**config.mk**
```make
export PLATFORM = sky130hd
export DESIGN_NAME = fall_detector_flat
export DESIGN_NICKNAME = d
export VERILOG_FILES = /design/src/hdl/fd_pkg.sv /design/src/hdl/fd_req_if.sv /design/src/hdl/fd_rsp_if.sv /design/src/hdl/fd_csr_if.sv /design/src/hdl/fall_detector.sv /design/src/hdl/fd_feature.sv /design/src/flat_wrapper.sv
export VERILOG_INCLUDE_DIRS = /design/src /design/src/hdl
export SDC_FILE = /design/constraint.sdc
export NUM_CORES = 2
export LEC_CHECK = 0
export ABC_AREA = 1
export BUFFER_PORTS_ARGS = -buffer_cell sky130_fd_sc_hd__buf_2
export CAP_MARGIN = 15
export CORE_UTILIZATION = 40
export CTS_CLUSTER_SIZE = 12
export DETAILED_ROUTE_END_ITERATION = 16
export PLACE_DENSITY = 0.58
export SETUP_SLACK_MARGIN = 0.4
export SLEW_MARGIN = 40
export SYNTH_ARGS = -nofsm -noshare
export SYNTH_HDL_FRONTEND = slang
export SYNTH_HIERARCHICAL = 1
export SYNTH_SLANG_ARGS = --single-unit
```
**constraint.sdc**
```tcl
create_clock -name clock -period 5.2 [get_ports clock]
set_input_delay 0 -clock clock [delete_from_list [all_inputs] [get_ports clock]]
set_output_delay 0 -clock clock [all_outputs]
set_load 0.02 [all_outputs]
```
**src/hdl/assert_macros.svh**
```systemverilog
// Assertion helpers for the RTL files, included by fall_detector.sv.
`ifndef ASSERT_MACROS_SVH
`define ASSERT_MACROS_SVH

// Same-cycle implication.
`define ASSERT_IMPL(label, clk, rst, pre, post) \
   label: assert property (@(posedge clk) disable iff (rst) (pre) |-> (post)) \
      else $error("assertion failed");

// Next-cycle implication.
`define ASSERT_NEXT(label, clk, rst, pre, post) \
   label: assert property (@(posedge clk) disable iff (rst) (pre) |=> (post)) \
      else $error("assertion failed");

`endif

```
**src/hdl/fd_pkg.sv**
```systemverilog
`default_nettype none
package fd_pkg;

   // Configuration register indexes
   typedef enum logic [2:0] {
      CSR_GRAVITY_SQ_LOW   = 3'd0,
      CSR_GRAVITY_SQ_HIGH  = 3'd1,
      CSR_FALLEN_ANGLE     = 3'd2,
      CSR_ROLL_LIMIT       = 3'd3,
      CSR_FORWARD_LIMIT    = 3'd4,
      CSR_BACKWARD_LIMIT   = 3'd5,
      CSR_FALLEN_TIME      = 3'd6
   } csr_index_type;

   localparam int unsigned CSR_INDEX_W = 3;
   localparam int unsigned CSR_DATA_W  = 32;

   // Reset values: 0.8 g and 1.2 g squared (1 g = 981 cm/s^2), angles in Q4.12
   localparam logic [31:0] RST_GRAVITY_SQ_LOW  = 32'd615911;
   localparam logic [31:0] RST_GRAVITY_SQ_HIGH = 32'd1385800;
   localparam logic [14:0] RST_FALLEN_ANGLE    = 15'd4506;  // 1.1 rad
   localparam logic [14:0] RST_ROLL_LIMIT      = 15'd2253;  // 0.55 rad
   localparam logic [14:0] RST_FORWARD_LIMIT   = 15'd2253;  // 0.55 rad
   localparam logic [14:0] RST_BACKWARD_LIMIT  = 15'd1843;  // 0.45 rad
   localparam logic [15:0] RST_FALLEN_TIME     = 16'd100;   // ms

   typedef struct packed {
      logic [31:0] gravity_sq_low;
      logic [31:0] gravity_sq_high;
      logic [14:0] fallen_angle;
      logic [14:0] roll_falling_limit;
      logic [14:0] forward_falling_limit;
      logic [14:0] backward_falling_limit;
      logic [15:0] fallen_time_limit;
   } cfg_type;

   typedef struct packed {
      logic               sample_valid;
      logic signed [15:0] accel_x;
      logic signed [15:0] accel_y;
      logic signed [15:0] accel_z;
      logic signed [15:0] roll_angle;
      logic signed [15:0] pitch_angle;
      logic [15:0]        elapsed_ms;
   } sample_type;

   // Per-sample decisions handed to the timer stage
   typedef struct packed {
      logic        sample_valid;
      logic        near_g;
      logic        tilted;
      logic        x_dominant;
      logic        x_positive;
      logic        y_positive;
      logic        falling_left;
      logic        falling_right;
      logic        falling_forward;
      logic        falling_backward;
      logic [15:0] elapsed_ms;
   } feat_type;

endpackage
`default_nettype wire

```
**src/hdl/fd_req_if.sv**
```systemverilog
`default_nettype none
interface fd_req_if;
   logic               valid;
   logic               ready;
   logic               sample_valid;
   logic signed [15:0] accel_x;
   logic signed [15:0] accel_y;
   logic signed [15:0] accel_z;
   logic signed [15:0] roll_angle;
   logic signed [15:0] pitch_angle;
   logic [15:0]        elapsed_ms;

   modport source (
      output valid, sample_valid, accel_x, accel_y, accel_z,
             roll_angle, pitch_angle, elapsed_ms,
      input  ready
   );
   modport sink (
      input  valid, sample_valid, accel_x, accel_y, accel_z,
             roll_angle, pitch_angle, elapsed_ms,
      output ready
   );
endinterface
`default_nettype wire

```
**src/hdl/fd_rsp_if.sv**
```systemverilog
`default_nettype none
interface fd_rsp_if;
   logic       valid;
   logic       ready;
   logic       result_valid;
   logic       fallen;
   logic       fallen_left;
   logic       fallen_right;
   logic       fallen_front;
   logic       fallen_back;
   logic       falling_left;
   logic       falling_right;
   logic       falling_forward;
   logic       falling_backward;
   logic [2:0] falling_count;

   modport source (
      output valid, result_valid, fallen, fallen_left, fallen_right,
             fallen_front, fallen_back, falling_left, falling_right,
             falling_forward, falling_backward, falling_count,
      input  ready
   );
   modport sink (
      input  valid, result_valid, fallen, fallen_left, fallen_right,
             fallen_front, fallen_back, falling_left, falling_right,
             falling_forward, falling_backward, falling_count,
      output ready
   );
endinterface
`default_nettype wire

```
**src/hdl/fd_csr_if.sv**
```systemverilog
`default_nettype none
interface fd_csr_if;
   logic                           valid;
   logic                           ready;
   logic [fd_pkg::CSR_INDEX_W-1:0] index;
   logic [fd_pkg::CSR_DATA_W-1:0]  wdata;

   modport source (output valid, index, wdata, input ready);
   modport sink (input valid, index, wdata, output ready);
endinterface
`default_nettype wire

```
**src/hdl/fall_detector.sv**
```systemverilog
`default_nettype none
// Fall detector.
// One sensor sample per transfer on req_ch (sample_valid, accelerations in
// cm/s^2, roll/pitch in Q4.12 rad, elapsed_ms); one result per sample on
// rsp_ch. Configuration registers are written on csr_ch (always ready); the
// user must write them only while no sample is in flight; the block does not check.
// Throughput: one sample per cycle while rsp_ch is not stalled. Pipeline:
// three registers (stage 1, stage 2, output); a sample transferred on req_ch
// passes through them in order to rsp_ch. The lying timer is updated in the
// last stage, so each sample sees the timer left by the one before it.
// Back pressure: while a result waits with rsp_ch.ready low, the whole
// pipeline holds and req_ch.ready is low; bubbles drain as soon as the
// output register is free.
// Reset: pipeline empty, lying timer zero, registers at their defaults.
// Invalid samples give result_valid 0 with all flags clear and leave the
// timer as it was.
module fall_detector #(
   parameter int unsigned TIMER_WIDTH = 16
) (
   input  wire logic clock,
   input  wire logic reset,
   fd_req_if.sink    req_ch,
   fd_rsp_if.source  rsp_ch,
   fd_csr_if.sink    csr_ch
);
   import fd_pkg::*;
   `include "assert_macros.svh"

   localparam int unsigned SUM_W = ((TIMER_WIDTH > 16) ? TIMER_WIDTH : 16) + 1;

   typedef struct packed {
      logic       result_valid;
      logic       fallen;
      logic       fallen_left;
      logic       fallen_right;
      logic       fallen_front;
      logic       fallen_back;
      logic       falling_left;
      logic       falling_right;
      logic       falling_forward;
      logic       falling_backward;
      logic [2:0] falling_count;
   } result_type;

   cfg_type                cfg_ff, cfg_in;
   sample_type             smp;
   logic                   adv;
   logic                   feat_valid;
   feat_type               feat;
   logic [TIMER_WIDTH-1:0] timer_ff, timer_in;
   logic [SUM_W-1:0]       timer_sum;
   logic [TIMER_WIDTH-1:0] timer_sat, timer_next;
   logic                   is_fallen, not_fallen;
   logic                   rsp_valid_ff, rsp_valid_in;
   result_type             rsp_ff, rsp_in;

   // Configuration writes
   assign csr_ch.ready = 1'b1;

   always_comb begin
      cfg_in = cfg_ff;
      if (csr_ch.valid) begin
         case (csr_index_type'(csr_ch.index))
            CSR_GRAVITY_SQ_LOW:  cfg_in.gravity_sq_low         = csr_ch.wdata;
            CSR_GRAVITY_SQ_HIGH: cfg_in.gravity_sq_high        = csr_ch.wdata;
            CSR_FALLEN_ANGLE:    cfg_in.fallen_angle           = csr_ch.wdata[14:0];
            CSR_ROLL_LIMIT:      cfg_in.roll_falling_limit     = csr_ch.wdata[14:0];
            CSR_FORWARD_LIMIT:   cfg_in.forward_falling_limit  = csr_ch.wdata[14:0];
            CSR_BACKWARD_LIMIT:  cfg_in.backward_falling_limit = csr_ch.wdata[14:0];
            CSR_FALLEN_TIME:     cfg_in.fallen_time_limit      = csr_ch.wdata[15:0];
            default: ;
         endcase
      end
   end

   always_ff @(posedge clock) begin
      if (reset) begin
         cfg_ff.gravity_sq_low         <= RST_GRAVITY_SQ_LOW;
         cfg_ff.gravity_sq_high        <= RST_GRAVITY_SQ_HIGH;
         cfg_ff.fallen_angle           <= RST_FALLEN_ANGLE;
         cfg_ff.roll_falling_limit     <= RST_ROLL_LIMIT;
         cfg_ff.forward_falling_limit  <= RST_FORWARD_LIMIT;
         cfg_ff.backward_falling_limit <= RST_BACKWARD_LIMIT;
         cfg_ff.fallen_time_limit      <= RST_FALLEN_TIME;
      end else begin
         cfg_ff <= cfg_in;
      end
   end

   // Pipeline advances whenever the output register is free or draining
   assign adv          = !rsp_valid_ff || rsp_ch.ready;
   assign req_ch.ready = adv;

   always_comb begin
      smp.sample_valid = req_ch.sample_valid;
      smp.accel_x      = req_ch.accel_x;
      smp.accel_y      = req_ch.accel_y;
      smp.accel_z      = req_ch.accel_z;
      smp.roll_angle   = req_ch.roll_angle;
      smp.pitch_angle  = req_ch.pitch_angle;
      smp.elapsed_ms   = req_ch.elapsed_ms;
   end

   fd_feature u_feature (
      .clock      (clock),
      .reset      (reset),
      .adv        (adv),
      .in_valid   (req_ch.valid),
      .smp        (smp),
      .cfg        (cfg_ff),
      .feat_valid (feat_valid),
      .feat       (feat)
   );

   // Lying timer: saturating add while lying near 1 g, hold on invalid samples, else clear
   always_comb begin
      timer_sum = SUM_W'(timer_ff) + SUM_W'(feat.elapsed_ms);
      timer_sat = (|timer_sum[SUM_W-1:TIMER_WIDTH]) ? {TIMER_WIDTH{1'b1}}
                                                    : timer_sum[TIMER_WIDTH-1:0];
      if (!feat.sample_valid) begin
         timer_next = timer_ff;
      end else if (feat.near_g && feat.tilted) begin
         timer_next = timer_sat;
      end else begin
         timer_next = '0;
      end
      timer_in = (adv && feat_valid) ? timer_next : timer_ff;
   end

   always_ff @(posedge clock) begin
      if (reset) begin
         timer_ff <= '0;
      end else begin
         timer_ff <= timer_in;
      end
   end

   // Result decode
   always_comb begin
      is_fallen  = feat.sample_valid
                   && (SUM_W'(timer_next) > SUM_W'(cfg_ff.fallen_time_limit));
      not_fallen = feat.sample_valid && !is_fallen;
      rsp_in.result_valid     = feat.sample_valid;
      rsp_in.fallen           = is_fallen;
      rsp_in.fallen_front     = is_fallen && feat.x_dominant && feat.x_positive;
      rsp_in.fallen_back      = is_fallen && feat.x_dominant && !feat.x_positive;
      rsp_in.fallen_left      = is_fallen && !feat.x_dominant && feat.y_positive;
      rsp_in.fallen_right     = is_fallen && !feat.x_dominant && !feat.y_positive;
      rsp_in.falling_left     = not_fallen && feat.falling_left;
      rsp_in.falling_right    = not_fallen && feat.falling_right;
      rsp_in.falling_forward  = not_fallen && feat.falling_forward;
      rsp_in.falling_backward = not_fallen && feat.falling_backward;
      rsp_in.falling_count    = {2'b00, rsp_in.falling_left}
                              + {2'b00, rsp_in.falling_right}
                              + {2'b00, rsp_in.falling_forward}
                              + {2'b00, rsp_in.falling_backward};
      rsp_valid_in = adv ? feat_valid : rsp_valid_ff;
   end

   always_ff @(posedge clock) begin
      if (reset) begin
         rsp_valid_ff <= 1'b0;
      end else begin
         rsp_valid_ff <= rsp_valid_in;
      end
   end

   always_ff @(posedge clock) begin
      if (adv) begin
         rsp_ff <= rsp_in;
      end
   end

   // Output channel
   assign rsp_ch.valid            = rsp_valid_ff;
   assign rsp_ch.result_valid     = rsp_ff.result_valid;
   assign rsp_ch.fallen           = rsp_ff.fallen;
   assign rsp_ch.fallen_left      = rsp_ff.fallen_left;
   assign rsp_ch.fallen_right     = rsp_ff.fallen_right;
   assign rsp_ch.fallen_front     = rsp_ff.fallen_front;
   assign rsp_ch.fallen_back      = rsp_ff.fallen_back;
   assign rsp_ch.falling_left     = rsp_ff.falling_left;
   assign rsp_ch.falling_right    = rsp_ff.falling_right;
   assign rsp_ch.falling_forward  = rsp_ff.falling_forward;
   assign rsp_ch.falling_backward = rsp_ff.falling_backward;
   assign rsp_ch.falling_count    = rsp_ff.falling_count;

   // Checks
   `ASSERT_IMPL(a_fallen_one_dir, clock, reset, rsp_valid_ff && rsp_ff.fallen, $onehot({rsp_ff.fallen_left, rsp_ff.fallen_right, rsp_ff.fallen_front, rsp_ff.fallen_back}))
   `ASSERT_IMPL(a_fallen_no_falling, clock, reset, rsp_valid_ff && rsp_ff.fallen, rsp_ff.falling_count == 3'd0)
   `ASSERT_IMPL(a_invalid_quiet, clock, reset, rsp_valid_ff && !rsp_ff.result_valid, !rsp_ff.fallen && (rsp_ff.falling_count == 3'd0))
   `ASSERT_NEXT(a_timer_hold_stall, clock, reset, !adv, $stable(timer_ff))

endmodule
`default_nettype wire

```
**src/hdl/fd_feature.sv**
```systemverilog
`default_nettype none
// Two-stage front end: squares and angle compares, then magnitude window.
module fd_feature (
   input  wire logic               clock,
   input  wire logic               reset,
   input  wire logic               adv,
   input  wire logic               in_valid,
   input  wire fd_pkg::sample_type smp,
   input  wire fd_pkg::cfg_type    cfg,
   output logic                    feat_valid,
   output fd_pkg::feat_type        feat
);
   import fd_pkg::*;

   typedef struct packed {
      logic        sample_valid;
      logic [30:0] sq_x;
      logic [30:0] sq_y;
      logic [30:0] sq_z;
      logic        tilted;
      logic        x_dominant;
      logic        x_positive;
      logic        y_positive;
      logic        falling_left;
      logic        falling_right;
      logic        falling_forward;
      logic        falling_backward;
      logic [15:0] elapsed_ms;
   } s1_type;

   logic               s1_valid_ff, s1_valid_in;
   s1_type             s1_ff, s1_in;
   logic               s2_valid_ff, s2_valid_in;
   feat_type           s2_ff, s2_in;

   logic signed [31:0] prod_x, prod_y, prod_z;
   logic signed [16:0] roll17, pitch17, ax17, ay17;
   logic [16:0]        roll_mag, pitch_mag, ax_mag, ay_mag;
   logic [16:0]        angle_lim;
   logic signed [16:0] roll_lim, fwd_lim, neg_roll_lim, neg_back_lim;
   logic [31:0]        sq_sum;

   // Stage 1: squares, magnitudes and threshold compares
   always_comb begin
      prod_x  = smp.accel_x * smp.accel_x;
      prod_y  = smp.accel_y * smp.accel_y;
      prod_z  = smp.accel_z * smp.accel_z;
      roll17  = {smp.roll_angle[15], smp.roll_angle};
      pitch17 = {smp.pitch_angle[15], smp.pitch_angle};
      ax17    = {smp.accel_x[15], smp.accel_x};
      ay17    = {smp.accel_y[15], smp.accel_y};
      roll_mag  = roll17[16]  ? 17'(-roll17)  : 17'(roll17);
      pitch_mag = pitch17[16] ? 17'(-pitch17) : 17'(pitch17);
      ax_mag    = ax17[16]    ? 17'(-ax17)    : 17'(ax17);
      ay_mag    = ay17[16]    ? 17'(-ay17)    : 17'(ay17);
      angle_lim    = {2'b00, cfg.fallen_angle};
      roll_lim     = $signed({2'b00, cfg.roll_falling_limit});
      fwd_lim      = $signed({2'b00, cfg.forward_falling_limit});
      neg_roll_lim = -roll_lim;
      neg_back_lim = -$signed({2'b00, cfg.backward_falling_limit});

      s1_in.sample_valid     = smp.sample_valid;
      s1_in.sq_x             = prod_x[30:0];
      s1_in.sq_y             = prod_y[30:0];
      s1_in.sq_z             = prod_z[30:0];
      s1_in.tilted           = (roll_mag > angle_lim) || (pitch_mag > angle_lim);
      s1_in.x_dominant       = ax_mag > ay_mag;
      s1_in.x_positive       = !smp.accel_x[15] && (smp.accel_x != 16'sd0);
      s1_in.y_positive       = !smp.accel_y[15] && (smp.accel_y != 16'sd0);
      s1_in.falling_left     = roll17 < neg_roll_lim;
      s1_in.falling_right    = roll17 > roll_lim;
      s1_in.falling_forward  = pitch17 > fwd_lim;
      s1_in.falling_backward = pitch17 < neg_back_lim;
      s1_in.elapsed_ms       = smp.elapsed_ms;
      s1_valid_in            = adv ? in_valid : s1_valid_ff;
   end

   // Stage 2: squared magnitude against the gravity window
   always_comb begin
      sq_sum = 32'(s1_ff.sq_x) + 32'(s1_ff.sq_y) + 32'(s1_ff.sq_z);
      s2_in.sample_valid     = s1_ff.sample_valid;
      s2_in.near_g           = (sq_sum > cfg.gravity_sq_low)
                               && (sq_sum < cfg.gravity_sq_high);
      s2_in.tilted           = s1_ff.tilted;
      s2_in.x_dominant       = s1_ff.x_dominant;
      s2_in.x_positive       = s1_ff.x_positive;
      s2_in.y_positive       = s1_ff.y_positive;
      s2_in.falling_left     = s1_ff.falling_left;
      s2_in.falling_right    = s1_ff.falling_right;
      s2_in.falling_forward  = s1_ff.falling_forward;
      s2_in.falling_backward = s1_ff.falling_backward;
      s2_in.elapsed_ms       = s1_ff.elapsed_ms;
      s2_valid_in            = adv ? s1_valid_ff : s2_valid_ff;
   end

   always_ff @(posedge clock) begin
      if (reset) begin
         s1_valid_ff <= 1'b0;
         s2_valid_ff <= 1'b0;
      end else begin
         s1_valid_ff <= s1_valid_in;
         s2_valid_ff <= s2_valid_in;
      end
   end

   // Payload moves only on advance
   always_ff @(posedge clock) begin
      if (adv) begin
         s1_ff <= s1_in;
         s2_ff <= s2_in;
      end
   end

   assign feat_valid = s2_valid_ff;
   assign feat       = s2_ff;

endmodule
`default_nettype wire

```
**src/flat_wrapper.sv**
```systemverilog
// flat-port wrapper written by rule: the top's interface ports become plain ports
module fall_detector_flat import fd_pkg::*;
#(
   parameter int unsigned TIMER_WIDTH = 16
)
  (clock, reset, req_ch_valid, req_ch_sample_valid, req_ch_accel_x, req_ch_accel_y, req_ch_accel_z, req_ch_roll_angle, req_ch_pitch_angle, req_ch_elapsed_ms, req_ch_ready, rsp_ch_valid, rsp_ch_result_valid, rsp_ch_fallen, rsp_ch_fallen_left, rsp_ch_fallen_right, rsp_ch_fallen_front, rsp_ch_fallen_back, rsp_ch_falling_left, rsp_ch_falling_right, rsp_ch_falling_forward, rsp_ch_falling_backward, rsp_ch_falling_count, rsp_ch_ready, csr_ch_valid, csr_ch_index, csr_ch_wdata, csr_ch_ready);
  fd_req_if req_ch_i ();
  fd_rsp_if rsp_ch_i ();
  fd_csr_if csr_ch_i ();
  input  wire logic clock;
  input  wire logic reset;
  input wire logic [$bits(req_ch_i.valid)-1:0] req_ch_valid;
  input wire logic [$bits(req_ch_i.sample_valid)-1:0] req_ch_sample_valid;
  input wire logic [$bits(req_ch_i.accel_x)-1:0] req_ch_accel_x;
  input wire logic [$bits(req_ch_i.accel_y)-1:0] req_ch_accel_y;
  input wire logic [$bits(req_ch_i.accel_z)-1:0] req_ch_accel_z;
  input wire logic [$bits(req_ch_i.roll_angle)-1:0] req_ch_roll_angle;
  input wire logic [$bits(req_ch_i.pitch_angle)-1:0] req_ch_pitch_angle;
  input wire logic [$bits(req_ch_i.elapsed_ms)-1:0] req_ch_elapsed_ms;
  output wire logic [$bits(req_ch_i.ready)-1:0] req_ch_ready;
  output wire logic [$bits(rsp_ch_i.valid)-1:0] rsp_ch_valid;
  output wire logic [$bits(rsp_ch_i.result_valid)-1:0] rsp_ch_result_valid;
  output wire logic [$bits(rsp_ch_i.fallen)-1:0] rsp_ch_fallen;
  output wire logic [$bits(rsp_ch_i.fallen_left)-1:0] rsp_ch_fallen_left;
  output wire logic [$bits(rsp_ch_i.fallen_right)-1:0] rsp_ch_fallen_right;
  output wire logic [$bits(rsp_ch_i.fallen_front)-1:0] rsp_ch_fallen_front;
  output wire logic [$bits(rsp_ch_i.fallen_back)-1:0] rsp_ch_fallen_back;
  output wire logic [$bits(rsp_ch_i.falling_left)-1:0] rsp_ch_falling_left;
  output wire logic [$bits(rsp_ch_i.falling_right)-1:0] rsp_ch_falling_right;
  output wire logic [$bits(rsp_ch_i.falling_forward)-1:0] rsp_ch_falling_forward;
  output wire logic [$bits(rsp_ch_i.falling_backward)-1:0] rsp_ch_falling_backward;
  output wire logic [$bits(rsp_ch_i.falling_count)-1:0] rsp_ch_falling_count;
  input wire logic [$bits(rsp_ch_i.ready)-1:0] rsp_ch_ready;
  input wire logic [$bits(csr_ch_i.valid)-1:0] csr_ch_valid;
  input wire logic [$bits(csr_ch_i.index)-1:0] csr_ch_index;
  input wire logic [$bits(csr_ch_i.wdata)-1:0] csr_ch_wdata;
  output wire logic [$bits(csr_ch_i.ready)-1:0] csr_ch_ready;
  assign req_ch_i.valid = req_ch_valid;
  assign req_ch_i.sample_valid = req_ch_sample_valid;
  assign req_ch_i.accel_x = req_ch_accel_x;
  assign req_ch_i.accel_y = req_ch_accel_y;
  assign req_ch_i.accel_z = req_ch_accel_z;
  assign req_ch_i.roll_angle = req_ch_roll_angle;
  assign req_ch_i.pitch_angle = req_ch_pitch_angle;
  assign req_ch_i.elapsed_ms = req_ch_elapsed_ms;
  assign req_ch_ready = req_ch_i.ready;
  assign rsp_ch_valid = rsp_ch_i.valid;
  assign rsp_ch_result_valid = rsp_ch_i.result_valid;
  assign rsp_ch_fallen = rsp_ch_i.fallen;
  assign rsp_ch_fallen_left = rsp_ch_i.fallen_left;
  assign rsp_ch_fallen_right = rsp_ch_i.fallen_right;
  assign rsp_ch_fallen_front = rsp_ch_i.fallen_front;
  assign rsp_ch_fallen_back = rsp_ch_i.fallen_back;
  assign rsp_ch_falling_left = rsp_ch_i.falling_left;
  assign rsp_ch_falling_right = rsp_ch_i.falling_right;
  assign rsp_ch_falling_forward = rsp_ch_i.falling_forward;
  assign rsp_ch_falling_backward = rsp_ch_i.falling_backward;
  assign rsp_ch_falling_count = rsp_ch_i.falling_count;
  assign rsp_ch_i.ready = rsp_ch_ready;
  assign csr_ch_i.valid = csr_ch_valid;
  assign csr_ch_i.index = csr_ch_index;
  assign csr_ch_i.wdata = csr_ch_wdata;
  assign csr_ch_ready = csr_ch_i.ready;
  fall_detector #(.TIMER_WIDTH(TIMER_WIDTH)) u_core (.clock(clock), .reset(reset), .req_ch(req_ch_i), .rsp_ch(rsp_ch_i), .csr_ch(csr_ch_i));
endmodule
```
Yosys cells after proc, flatten, opt, wreduce, memory -nomap -nowiden
Cells that the tools add are included.
{ "word_totals": {"ff_bits": 316, "input_bits": 137, "output_inout_bits": 16} }
{ "op_classes": {"addsub": 12, "mul": 3, "n_lt_le_gt_ge": 10, "n_eq_ne": 6, "mux": 7, "n_reduce_logical": 36} }
{ "op_table": {"columns": ["op", "count"], "rows": [
  ["multiplier 16 x 16 -> 31 bit", 3],
  ["2-to-1 mux 17 bit", 4],
  ["negator 16 -> 17 bit", 4],
  ["> comparator 16 bit", 3],
  ["2-to-1 mux 16 bit", 3],
  ["> comparator 17 x 15 -> 1 bit", 2],
  ["< comparator 16 x 17 -> 1 bit", 2],
  ["negator 15 -> 17 bit", 2],
  ["adder 31 x 31 -> 32 bit", 1],
  ["adder 32 x 31 -> 32 bit", 1],
  ["> comparator 32 bit", 1],
  ["< comparator 32 bit", 1],
  ["nonzero test 16 bit", 2],
  ["adder 16 x 16 -> 17 bit", 1],
  ["> comparator 17 bit", 1],
  ["logical AND 1 bit", 17],
  ["AND reduction 2 bit", 7],
  ["== test 3 bit, second input constant", 3],
  ["logical NOT 1 bit", 7],
  ["adder 3 x 1 -> 3 bit", 2],
  ["== test 3 x 2 -> 1 bit, second input constant", 2],
  ["== test 3 x 1 -> 1 bit, second input constant", 1],
  ["logical NOT 3 bit", 1],
  ["adder 1 x 1 -> 2 bit", 1],
  ["logical OR 1 bit", 2]
]} }

Depth between registers and ports, before layout
{ "logic_depth": {"depth_word": 12, "ltp_mapped": 29, "ltp_nobuf": 28} }

Hierarchy
The synthesis kept the hierarchy.
{ "modules_own_cells": {"columns": ["module", "instances", "cells_per_inst", "area_per_inst_um2"], "rows": [
  ["fd_feature", 1, 5108, 41029.4],
  ["fall_detector", 1, 1076, 7724.9]
]} }

Worst setup path before layout
No wires, ideal clock.
{ "synth_timing": {"path_type": "register -> register", "start": "reg u_core.rsp_valid_ff, in the netlist u_core/rsp_ch.valid", "end": "reg u_core.timer_ff[0]", "setup_ps": 110, "arrival_ps": 5541, "required_ps": 5090, "setup_slack_ps": -451, "stages_incl_launch_ff": 8, "path_buffers": 1, "synth_period_minus_slack_ps": 5651, "path_cell_list": "dfxtp_1 > nand2_1 > nand2_1 > inv_1 > buf_2 > o211ai_1 > nand2_1 > inv_1"} }
{ "synth_via": {"elab_chain_len": 3} }
{ "synth_lines": {"columns": ["item", "line_no", "rtl"], "rows": [
  ["from (decl)", "fall_detector.sv:54", "logic rsp_valid_ff, rsp_valid_in;"],
  ["from (signal assigned)", "fall_detector.sv:164", "rsp_valid_ff <= rsp_valid_in;"],
  ["logical NOT 1 bit", "fall_detector.sv:91", "assign adv = !rsp_valid_ff || rsp_ch.ready;"],
  ["logical OR 1 bit", "fall_detector.sv:91", null],
  ["named net req_ch_ready", "flat_wrapper.sv:20", "output wire logic [$bits(req_ch_i.ready)-1:0] req_ch_ready;"],
  ["logical AND 1 bit", "fall_detector.sv:127", "timer_in = (adv && feat_valid) ? timer_next : timer_ff;"],
  ["to (signal assigned)", "fall_detector.sv:134", "timer_ff <= timer_in;"],
  ["to (decl)", "fall_detector.sv:50", "logic [TIMER_WIDTH-1:0] timer_ff, timer_in;"]
]} }
The timed path passes the listed nets, and every way through them passes these cells.
A chain may end at the register's enable or synchronous reset.

Final worst setup path
{ "layout_timing": {"start": "in req_ch_accel_y[1]", "end": "reg u_core/u_feature/s1_ff[80] (netlist name) (data pin)"} }
{ "layout_via": {"elab_chain_len": 1} }
{ "layout_lines": {"columns": ["item", "line_no", "rtl"], "rows": [
  ["from (decl)", "flat_wrapper.sv:15", "input wire logic [$bits(req_ch_i.accel_y)-1:0] req_ch_accel_y;"],
  ["multiplier 16 x 16 -> 31 bit", "fd_feature.sv:46", "prod_y = smp.accel_y * smp.accel_y;"],
  ["named net u_core.u_feature.prod_y[25]", "fd_feature.sv:36", "logic signed [31:0] prod_x, prod_y, prod_z;"],
  ["to (signal assigned)", "fd_feature.sv:109", "s1_ff <= s1_in;"],
  ["to (decl)", "fd_feature.sv:32", "s1_type s1_ff, s1_in;"]
]} }
The timed path passes the listed nets, and every way through them passes these cells.

==> results.py <==
metrics = {
    "route": {
        "routed.top_layer": "met4",
        "drc": 0,
        "detail-route-antenna-nets": 0,
        "wl_per_cell_um": 15.6,
        "via_per_inst": 4.75,
        "wl_um": 128000,
        "wl_met1_um": 57800,
        "vias": 39100,
        "met3_length_um": 4660,
        "wl_met2_um": 62800,
        "drt_iter0_drc": 2329,
        "dr.pass1.iters": 5,
    },
    "synth": {
        "synth_edf_count": 154,
        "syn_area_um2": 48800,
        "postSynth.asyncResetShare": 0,
        "avgSynthCellArea_um2": 7.88,
        "synthTopCellsByArea": "fa_1 (30%), ha_1 (13%), inv_1 (12%)",
        "ys_warn_count": 6,
        "yosysTopAreaCell": "fa_1",
        "synth.most_common_cell": "inv_1",
        "syn_inst": 6184,
        "ys_ff_latch": 313,
        "ys.flop_type": "dfxtp_1",
        "synthTopCellsByCount": "inv_1 (1,576), nand2_1 (1,267), fa_1 (719)",
        "ys_seq_area_frac": 0.160,
        "synth_top_cell_area_share": 0.295,
        "synth_cell_type_count": 52,
    },
    "clock_network": {
        "cts_buffers": 38,
        "clock-sinks": 313,
        "root_buffer": "clkbuf_16",
        "clk_latency_ps": 580,
        "htreeDepth": 2,
        "cts.path.max_buffers": 3,
        "cts.clk_slew.worst_paths_ps": 60,
        "cts_tree": "yes",
    },
    "place": {
        "hpwl_um": 107000,
        "io_buffer_count": 151,
        "pre_cts_ws_ps": -165,
        "place_area_um2": 53700,
        "gp_congestion": 0.915,
    },
    "timing": {
        "rsz0062_at_grt": "true",
        "max-slew-margin-rel": 0.447,
        "fin_worst_skew_ps": 28.1,
        "clock.fmax_mhz": 215,
        "tightestPinTransition_ps": 824,
        "fin_hold_ws_ps": 58.7,
        "setup_viol": 0,
        "postLayoutSetupSlackWorst_ps": 555,
        "hold_viol": 0,
        "period_minus_slack_ps": 4640,
        "drv_slew": 0,
        "fin_crit_sh": 0.893,
    },
    "run_status": {
        "status": "completed",
    },
    "worst_setup_path": {
        "rr_startpoint": "u_core/u_feature/feat[0]",
        "critPathArrivalTime_ps": 4950,
        "crit_path_start_kind": "input pin",
        "cp-startpoint": "req_ch_accel_y[1]",
        "reg2reg_slack_ps": 700,
        "critPathCaptureType": "register",
        "worstSetupPathType": "input pin to register",
        "critical_path_required_ps": 5510,
        "crit_path_max_fanout": 8,
    },
    "grt": {
        "grt_start_max_net_pins": 76,
        "grt_pass1_vias": 39900,
        "antenna_found_initial": 2,
        "grt_pass1_wl_um": 206000,
        "grt_overflow": 0,
        "grt_util_all_layers": 0.211,
    },
    "floorplan": {
        "die_width_um": 351,
        "die_y_um": 351,
        "core_um2": 120000,
        "start_util": 0.405,
        "die-area_um2": 123000,
        "rows": 127,
        "io_pins": 153,
    },
    "layout": {
        "fillers": 12000,
        "syn2layout_area_growth_pct": 15.7,
        "drive_gt1_frac": 0.121,
        "multi_input_area_um2": 35500,
        "final_nets": 7941,
        "seqCellArea_um2": 7810,
        "stdcell_area_um2": 56400,
    },
    "run": {
        "cap_violations": 0,
    },
    "hold_path": {
        "min_path_type": "input pin to register",
        "hp-start": "req_ch_accel_y[1]",
    },
}
## placed cells by master, fill, tap and decap left out, types with 27 or more instances in the layout
master,instances
a21oi_1,213
edfxtp_1,154
ha_1,456
nor2_1,458
nand2_2,44
buf_4,286
xnor2_1,42
dlygate4sd3_1,60
fa_1,703
dfxtp_1,159
nor3_1,31
o21ai_0,184
xor2_1,161
buf_2,124
nand2_1,1228
nand4_1,68
nand3_1,215
o21bai_1,27
inv_2,31
inv_1,1549
ha_4,41
clkbuf_16,38
nor2_2,43
## per-stage QoR
| stage | setup TNS (ps) | instances | util |
|---|---|---|---|
| after floorplan | 0 | 6185 | - |
| after global placement | -637 | 8077 | 0.446 |
| after detailed placement | -969 | 8077 | 0.446 |
| after CTS | 0 | 8212 | 0.462 |
| after global routing | 0 | 8229 | 0.468 |
| final | 0 | 8230 | 0.468 |
## sequential cells by signal (all words and copies together), names as in the netlist, 3 cells and up
name                         count
u_core/u_feature/s1_ff         115
u_core/cfg_ff                  140
u_core/timer_ff                 16
u_core/rsp_ch.falling_count      3
u_core/u_feature/feat           26
## cell type report
| class | count | area share |
|---|---|---|
| sequential | 313 | 0.138 |
| timing repair buffer | 511 | 0.0681 |
| clock inverter | 20 | 0.00530 |
| antenna | 2 | 0.0000887 |
| inverter | 1585 | 0.106 |
| tap | 1612 | 0.0358 |
| clock buffer | 50 | 0.0180 |
| multi-input combinational | 4137 | 0.629 |
## worst paths after layout
| path | endpoint | cells after the start |
|---|---|---|
| worst min-delay path | u_core/u_feature/s1_ff[57] | 3 |
| worst max register to register | u_core/rsp_ch.falling_count[1] | 24 |
| worst min register to register | u_core/u_feature/feat[16] | 0 |
| worst max-delay path | u_core/u_feature/s1_ff[80] | 22 |
## critical path: stages
cell and delay [ps]:
buf_4 160, nand2_1 80, inv_2 60, fa_2 610, inv_2 60, fa_2 610
inv_4 70, fa_1 560, fa_1 450, fa_1 520, inv_1 50, fa_1 510
inv_2 50, ha_4 290, nand2_2 70, buf_4 140, nor2_2 180, nand2_1 90
inv_1 70, nand4_1 140, nand4_1 120, nand2_1 70
## logic make-up after synthesis
| family | synth area share |
|---|---|
| AND/OR/NAND/NOR | 0.183 |
| buffers and inverters | 0.136 |
| adder cells (fa/ha/maj) | 0.423 |
| AO/OA/AOI/OAI | 0.0606 |
| flip-flops | 0.160 |
| XOR/XNOR | 0.0368 |
| other | 0.000231 |
## repair_timing
action,CTS,global route
endpoints found under the hold margin,185,0
pin swaps,1,51
setup endpoints to repair,1,49
gates cloned,0,0
setup buffers,4,16
hold buffers,61,0
resized for setup,0,160
## metal layers
layer  GRT usage  up-vias
li1            -    19400
met1       0.280    18700
met2       0.369      728
met3      0.0179      156
met4      0.0522        0
met5           0        -
Power is left out: the tool's default activity adds up to more than one toggle a clock period on the data nets, which glitch-free logic cannot reach.
